File: src/design/lzssild_pkg.sv
`default_nettype none
// ----------------------------------------------------------------------------
// LZSS decoder package
// Shared types, constants and command/status structures of the LZSS decoder.
// ----------------------------------------------------------------------------
package lzssild_pkg;

	localparam int WINDOW_BYTES_DEF = 4096;
	localparam logic [11:0] PTR_START = 12'hFEE;
	localparam logic [4:0] MIN_MATCH = 5'd3;

	typedef enum logic [1:0] {
		PH_FLAG   = 2'd0,
		PH_TOKEN  = 2'd1,
		PH_MATCH2 = 2'd2
	} phase_t;

	typedef struct packed {
		logic [7:0] in_byte;
		logic       start_req;
	} in_item_t;

	typedef struct packed {
		logic [7:0] out_byte;
		logic       last_of_run;
		logic       stream_done;
	} out_item_t;

	typedef struct packed {
		logic load;
		logic lit_emit;
		logic hold_off;
		logic set_flags;
		logic start_copy;
		logic copy_emit;
	} cmd_t;

	typedef struct packed {
		logic   fin;
		phase_t phase;
		logic   flag0;
		logic   slot_free;
		logic   copy_last;
		logic   done_next;
	} stat_t;

endpackage
`default_nettype wire

File: src/design/lzssild_ctrl.sv
`default_nettype none
// ----------------------------------------------------------------------------
// LZSS decoder controller
// Sequences each item through decode; a literal is emitted from decode, a match through window read and byte emission.
// ----------------------------------------------------------------------------
module lzssild_ctrl (
	input  wire logic                clk,
	input  wire logic                arst_n,
	input  wire logic                in_valid,
	output logic                     in_ready,
	input  wire lzssild_pkg::stat_t  stat,
	output lzssild_pkg::cmd_t        cmd
);
	import lzssild_pkg::*;

	typedef enum logic [3:0] {
		ST_IDLE   = 4'b0001,
		ST_DECODE = 4'b0010,
		ST_READ   = 4'b0100,
		ST_EMIT   = 4'b1000
	} state_t;

	state_t state_q, state_d;

	always_comb begin
		state_d  = state_q;
		cmd      = '0;
		in_ready = 1'b0;
		case (state_q)
			ST_IDLE: begin
				in_ready = 1'b1;
				if (in_valid) begin
					cmd.load = 1'b1;
					state_d  = ST_DECODE;
				end
			end
			ST_DECODE: begin
				if (stat.fin) begin
					state_d = ST_IDLE;
				end else begin
					case (stat.phase)
						PH_TOKEN: begin
							if (stat.flag0) begin
								if (stat.slot_free) begin
									cmd.lit_emit = 1'b1;
									state_d      = ST_IDLE;
								end
							end else begin
								cmd.hold_off = 1'b1;
								state_d      = ST_IDLE;
							end
						end
						PH_MATCH2: begin
							cmd.start_copy = 1'b1;
							state_d        = ST_EMIT;
						end
						default: begin
							cmd.set_flags = 1'b1;
							state_d       = ST_IDLE;
						end
					endcase
				end
			end
			ST_READ: begin
				state_d = ST_EMIT;
			end
			ST_EMIT: begin
				if (stat.slot_free) begin
					cmd.copy_emit = 1'b1;
					if (stat.done_next || stat.copy_last) begin
						state_d = ST_IDLE;
					end else begin
						state_d = ST_READ;
					end
				end
			end
			default: begin
				state_d = ST_IDLE;
			end
		endcase
	end

	always_ff @(posedge clk or negedge arst_n) begin
		if (!arst_n) begin
			state_q <= ST_IDLE;
		end else begin
			state_q <= state_d;
		end
	end

endmodule
`default_nettype wire

File: config.mk
export PLATFORM = sky130hd
export DESIGN_NAME = lzssild_ctrl
export DESIGN_NICKNAME = d
export VERILOG_FILES = /design/src/design/lzssild_pkg.sv /design/src/design/lzssild_ctrl.sv
export SDC_FILE = /design/constraint.sdc
export NUM_CORES = 1
export LEC_CHECK = 0
export BUFFER_PORTS_ARGS = -buffer_cell sky130_fd_sc_hd__buf_2
export CAP_MARGIN = 10
export CORE_AREA = 2 2 39 41
export CTS_CLUSTER_SIZE = 28
export DETAILED_ROUTE_END_ITERATION = 7
export DIE_AREA = 0 0 41 43
export PLACE_DENSITY = 0.54
export SKIP_CTS_REPAIR_TIMING = 1
export SLEW_MARGIN = 20
export SYNTH_ARGS = -nofsm -noshare
export SYNTH_HDL_FRONTEND = slang
export SYNTH_SLANG_ARGS = --single-unit
File: constraint.sdc
create_clock -name clk -period 2.8 [get_ports clk]
set_input_delay 0.56 -clock clk [delete_from_list [all_inputs] [get_ports clk]]
set_output_delay 0.56 -clock clk [all_outputs]
set_load 0.01 [all_outputs]
### After elaboration in Yosys (flattened, before gate mapping)

Index checks and enable logic that the tools add are counted.

| word-level totals | value |
|---|---|
| register bits | 4 |
| word-level logic and storage cells | 33 |

| cells by class | value |
|---|---|
| equal/unequal tests | 9 |
| mux-type cells | 20 |
| reductions and logical operators | 3 |

Operators with widths:

| operator | number |
|---|---|
| 4-bit two-way mux | 7 |
| 4-bit one-hot mux with 4 select lines | 1 |
| 1-bit two-way mux | 9 |
| 4-bit one-hot mux with 2 select lines | 1 |
| 5-bit inequality test (second input constant) | 1 |
| 4-bit by 1-bit equality test with 1-bit output (second input constant) | 1 |
| 4-bit by 2-bit equality test with 1-bit output (second input constant) | 1 |
| 4-bit by 3-bit equality test with 1-bit output (second input constant) | 1 |
| 4-bit equality test (second input constant) | 1 |
| 2-bit inequality test (second input constant) | 2 |
| 3-bit two-way mux | 1 |
| 3-bit AND reduction | 1 |
| 2-bit by 1-bit equality test with 1-bit output (second input constant) | 1 |
| 2-bit equality test (second input constant) | 1 |
| 2-bit two-way mux | 1 |
| 2-bit OR reduction | 1 |
| 1-bit logical OR | 1 |

### Logic depth before layout (Yosys ltp)

Gate-level depths: netlist (run 1).

| logic depth | value |
|---|---|
| word-level depth | 5 |
| depth in mapped cells | 6 |
| mapped depth without buffers | 6 |

### Least setup slack after synthesis (run 1)

No wires, ideal clock.

| timing path | value |
|---|---|
| path kind | register -> output |
| start | register state_q[3] |
| end | output cmd[4] (netlist name) |
| data arrival time | 1.489 ns |
| setup slack | 0.751 ns |
| stages on the path, launching flop included | 4 |
| path buffers | 0 |
| path through | dfrtp_1 or4b_4 or3_4 nor2_1 |

RTL lines:

| element | RTL line | source |
|---|---|---|
| start, declared | lzssild_ctrl.sv:23 | `state_t state_q, state_d;` |
| start signal, assigned | lzssild_ctrl.sv:87 | `state_q <= state_d;` |
| end, declared | lzssild_ctrl.sv:12 | `output lzssild_pkg::cmd_t cmd` |

==> results of run 1 <==
critical path, delay by kind of cell, from the launching register on:
kind                   cells  cell delay (ps)
buffers and inverters      2              180
flip-flops                 1              410
AND/OR/NAND/NOR            2             1030
synthesized netlist by cell type:
cell type and instances:
nor3_1 1, o221ai_2 1, o21ai_1 1, o32ai_1 1, and2b_1 1, o21ai_0 1
inv_1 5, dfstp_2 1, and2_1 1, nor2_1 5, and4bb_2 1, nor4b_1 1
or4b_4 1, o31ai_1 1, a21oi_1 1, or3_4 1, xnor2_1 1, or2_2 1
ha_1 2, or4b_2 1, dfrtp_1 3, nand2_1 3, nor3b_1 1
layer usage:
layer	track usage, %	part of all wire, %	up-vias
met5	0	0	-
met4	8.00	2.6	0
met3	3.14	4.9	2
met2	14.7	49	11
met1	14.1	44	149
li1	-	-	167
path summary, 6_finish.rpt:
check                             endpoint  slack [ps]  cells past startpoint
worst min register to register  state_q[3]         640                      3
min in group clk                state_q[2]         480                      2
max in group asynchronous       state_q[0]        2490                      1
worst max-delay path                cmd[0]         380                      4
worst min-delay path            state_q[2]         110                      1
worst max register to register  state_q[3]        1060                      4
through the flow:
stage	setup slack, ps	hold slack (ps)	utilization, %	area, um^2	std cells
after global placement	619	367	30.3	419	68
after detailed placement	643	369	30.3	419	68
after floorplan	751	264	-	319	36
after global routing	305	106	32.2	445	72
after CTS	366	105	32.2	445	72
final	380	108	32.2	445	72
where the power goes:
| group | switching (uW) | internal (uW) | total [uW] |
|---|---|---|---|
| combinational | 20.6 | 19.9 | 40.4 |
| clock | 30.5 | 53.9 | 84.4 |
| sequential | 5.50 | 64.4 | 69.9 |
kinds of logic (layout without fill, tap and decap cells):
group                      after synthesis  count (layout)  synth area share [%]
buffers and inverters                    5              25                  5.88
and+or+nand+nor                         18              18                  37.3
adders and majority gates                2               2                  7.84
xor gates and xnor gates                 1               1                  2.75
DFF                                      4               4                  31.8
AOI/OAI and AO/OA                        6               6                  14.5
final cells by class:
class	instances	area share, %
clock buffer	4	5.90
timing repair buffer	16	18.0
sequential	4	22.8
inverter	5	4.21
tap	16	4.49
multi-input combinational	27	44.7
==> results.sh, run 1 <==
export IMPL_ir_drop_mv=0.189
export IMPL_antenna_found_initial=0
export IMPL_netlist_area_um2=319
export IMPL_top_regs="state_q x4"
export IMPL_power_density_nw_per_um2=437
export IMPL_routabilityCongestion=0.736
export IMPL_drc=0
export IMPL_drive_gt1_share_pct=46.4
export IMPL_rsz0062_at_grt="no"
export IMPL_avgSynthCellArea_um2=8.86
export IMPL_cp_start_kind="register"
export IMPL_path_cells="or4b_2 -> or2_2 -> inv_1 -> buf_2"
export IMPL_endpoint_kind="output port"
export IMPL_drt_wl_total_um=758
export IMPL_seq_area_um2=101
export IMPL_grt_pass1_vias=306
export IMPL_cts_tree="yes"
export IMPL_finalSetupTns_ps=0
export IMPL_grt_remaining_overflow=0
export IMPL_tightest_slew_ps=384
export IMPL_drv_slew=0
export IMPL_grt_max_degree=7
export IMPL_max_stage_delay_ps=710
export IMPL_grtUsageTotal_pct=10.9
export IMPL_slew_headroom_pct=74.0
export IMPL_port_buffers=16
export IMPL_clock_root_buffer="clkbuf_4"
export IMPL_ys_seq_area_share_pct=31.8
export IMPL_area_growth_syn_to_layout_pct=39.6
export IMPL_routedWlPerCell_um=10.5
export IMPL_critPathSlowestCell="or4b_2"
export IMPL_largest_reg_flops=4
export IMPL_viasPerCell=4.57
export IMPL_max_freq_mhz=413
export IMPL_top_register="state_q"
export IMPL_clock_skew_ps=0.0634
export IMPL_drt_initial_drc_count=4
export IMPL_synth_area_leaders="dfrtp_1, dfstp_2, ha_1"
export IMPL_rows=14
export IMPL_clk_latency_ps=250
export IMPL_grt_pass1_wl_mm=1.26
export IMPL_core_area_um2=1380
export IMPL_dp_hpwl_um=597
export IMPL_cts_max_level=1
export IMPL_postRouteAntennaNets=0
export IMPL_status="finished, final reports clean"
export IMPL_period_minus_slack_ps=2420
export IMPL_synth_top_area_share_pct=23.5
export IMPL_synth_yosys_warnings=0
export IMPL_crit_fanout=6
export IMPL_multiInputGateArea_um2=199
export IMPL_syn_inst=36
export IMPL_final_cell_mix="buf_2, inv_1, nor2_1"
export IMPL_cap_violations=0
export IMPL_reg2reg_from="state_q[3]"
export IMPL_setup_viol=0
export IMPL_clock_sinks=4
export IMPL_die_width_um=41
export IMPL_clkSlewWorstSetupHoldPaths_ps=40
export IMPL_p_leak_uw=0.000236
export IMPL_nFillCells=155
export IMPL_die_area_um2=1760
export IMPL_firstDrtPassIters=4
export IMPL_diodes=0
export IMPL_cp_arrival_ps=1860
export IMPL_vias=329
export IMPL_nets=69
export IMPL_post_route_period_util_pct=86.4
export IMPL_io_pin_count=17
export IMPL_clockBufferDepth=2
export IMPL_ys_types=23
export IMPL_cp_required_ps=2240
export IMPL_hold_class="primary input to asynchronous set/reset pin"
export IMPL_syn_nets=48
export IMPL_hold_viol=0
export IMPL_fin_total_pwr_uw=195
export IMPL_crit_type="register to output port"
export IMPL_numCtsBuffers=3
export IMPL_final_common_cell="buf_2"
export IMPL_die_h_um=43
export IMPL_start_util_pct=23.1
export IMPL_startpoint="state_q[1]"
export IMPL_synth_seq_cells=4
export IMPL_synth_top_area_cell="dfrtp_1"
Power figures use the tool's default switching activity.
==> inputs of run 2 (changes only) <==
--- a/config.mk
+++ b/config.mk
@@ -5,13 +5,14 @@
 export SDC_FILE = /design/constraint.sdc
 export NUM_CORES = 1
 export LEC_CHECK = 0
-export BUFFER_PORTS_ARGS = -buffer_cell sky130_fd_sc_hd__buf_2
 export CAP_MARGIN = 10
 export CORE_AREA = 2 2 39 41
 export CTS_CLUSTER_SIZE = 28
 export DETAILED_ROUTE_END_ITERATION = 7
 export DIE_AREA = 0 0 41 43
-export PLACE_DENSITY = 0.54
+export DONT_BUFFER_PORTS = 1
+export HOLD_SLACK_MARGIN = 0.05
+export PLACE_DENSITY = 0.43
 export SKIP_CTS_REPAIR_TIMING = 1
 export SLEW_MARGIN = 20
 export SYNTH_ARGS = -nofsm -noshare
==> run 2 against run 1 <==
Against the previous run: hold slack gained 70 ps; largest cell class unchanged; die area is the same; critical path type unchanged; via count shrank 15%.
==> results.sh, run 2 (synthesis results as in run 1) <==
export IMPL_status="finished, final reports clean"
export IMPL_start_util_pct=23.1
export IMPL_cts_tree="yes"
export IMPL_final_cell_mix="inv_1, nor2_1, nand2_1, clkbuf_4, dfrtp_1"
export IMPL_crit_type="register to output port"
export IMPL_cap_violations=0
export IMPL_postRouteAntennaNets=0
export IMPL_routabilityCongestion=0.704
export IMPL_period_minus_slack_ps=2370
export IMPL_die_h_um=43
export IMPL_p_int_uw=131
export IMPL_max_freq_mhz=422
export IMPL_r2r_cells=4
export IMPL_crit_fanout=5
export IMPL_port_buffers=0
export IMPL_tightest_slew_ps=744
export IMPL_viasPerCell=4.91
export IMPL_path_cells="or4b_4 -> or3_4 -> nor2_1"
export IMPL_p_leak_uw=0.000169
export IMPL_clock_root_buffer="clkbuf_4"
export IMPL_p_sw_share_pct=26.2
export IMPL_grt_max_degree=7
export IMPL_drc=0
export IMPL_setup_viol=0
export IMPL_clkSlewWorstSetupHoldPaths_ps=40
export IMPL_area_growth_syn_to_layout_pct=17.6
export IMPL_die_area_um2=1760
export IMPL_core_area_um2=1380
export IMPL_p_comb_share_pct=16.2
export IMPL_antenna_found_initial=0
export IMPL_grt_pass1_vias=318
export IMPL_holdWs_ps=178
export IMPL_endpoint_kind="output port"
export IMPL_clock_skew_ps=10.9
export IMPL_max_stage_delay_ps=550
export IMPL_drt_initial_drc_count=0
export IMPL_nets=54
export IMPL_cp_start_kind="register"
export IMPL_critPathSlowestCell="or4b_4"
export IMPL_clk_latency_ps=240
export IMPL_seq_power_share_pct=39.9
export IMPL_rows=14
export IMPL_drv_slew=0
export IMPL_top_regs="state_q x4"
export IMPL_ir_drop_mv=0.243
export IMPL_vias=280
export IMPL_hold_viol=0
export IMPL_numCtsBuffers=3
export IMPL_clockBufferDepth=2
export IMPL_slew_headroom_pct=49.7
export IMPL_diodes=0
export IMPL_grt_remaining_overflow=0
export IMPL_firstDrtPassIters=1
export IMPL_drt_wl_total_um=742
export IMPL_clock_sinks=4
export IMPL_power_density_nw_per_um2=471
export IMPL_top_register="state_q"
export IMPL_grt_pass1_wl_mm=1.28
export IMPL_final_core_util_pct=27.1
export IMPL_dp_hpwl_um=612
export IMPL_rsz0062_at_grt="no"
export IMPL_post_route_period_util_pct=84.6
export IMPL_grtUsageTotal_pct=10.8
export IMPL_drive_gt1_share_pct=24.4
export IMPL_largest_reg_flops=4
export IMPL_cts_max_level=1
export IMPL_cp_arrival_ps=1810
export IMPL_hold_class="primary input to asynchronous set/reset pin"
export IMPL_io_pin_count=17
export IMPL_p_sw_uw=46.3
export IMPL_cp_required_ps=2240
export IMPL_routedWlPerCell_um=13.0
export IMPL_die_width_um=41
export IMPL_pwr_share_clk_pct=44.0
export IMPL_finalSetupTns_ps=0
## run 2: cell types whose count changed in the layout (fill, tap and decap cells not counted)
cell,delta
dlygate4sd3_1,+1
buf_2,-16
## run 2: worst paths after layout
check	slack [ps]	start	to
worst min register to register	650	state_q[3]	state_q[3]
worst max register to register	1040	state_q[3]	state_q[3]
max in group asynchronous	2060	arst_n	state_q[2]
worst max-delay path	430	state_q[3]	cmd[4]
min in group clk	400	stat[0]	state_q[2]
worst min-delay path	180	arst_n	state_q[0]
## run 2: per-layer routing
| layer | global-route usage, % | part of all wire (%) | vias up |
|---|---|---|---|
| met5 | 0 | 0 | - |
| met4 | 3.33 | 0 | 0 |
| met3 | 7.33 | 8.1 | 0 |
| met2 | 15.3 | 49 | 11 |
| met1 | 12.8 | 43 | 131 |
| li1 | - | - | 138 |
## run 2: stage by stage
step | std cells | cell area [um^2] | worst slack (ps) | power (uW)
finish | 57 | 375 | 430 | 177
global route | 57 | 375 | 309 | 192
CTS | 56 | 365 | 413 | 179
detailed placement | 52 | 339 | 676 | 97.9
global placement | 52 | 339 | 668 | 96.8
floorplan | 36 | 319 | 751 | 91.6
## run 2: final cells by class
cell class                      instances  area (um^2)
Fill cell                             157         1010
Timing Repair Buffer                    1         10.0
Multi-Input combinational cell         27          199
Inverter                                5         18.8
Sequential cell                         4          101
Tap cell                               16         20.0
Clock buffer                            4         26.3
## run 2: power by group through the flow
stage / combinational, uW / sequential [uW] / clock, uW
after floorplan: 22.5 / 69.1 / 0
after global placement: 26.1 / 70.7 / 0
after detailed placement: 26.8 / 71.1 / 0
after CTS: 27.3 / 70.6 / 81.3
after global routing: 32.4 / 71.2 / 88.7
final: 28.6 / 70.5 / 77.8
## run 2: worst max-delay path, delay by kind of cell (launching register included)
kind / cells / cell delay (ps)
flip-flops: 1 / 420
AND/OR/NAND/NOR: 3 / 1160
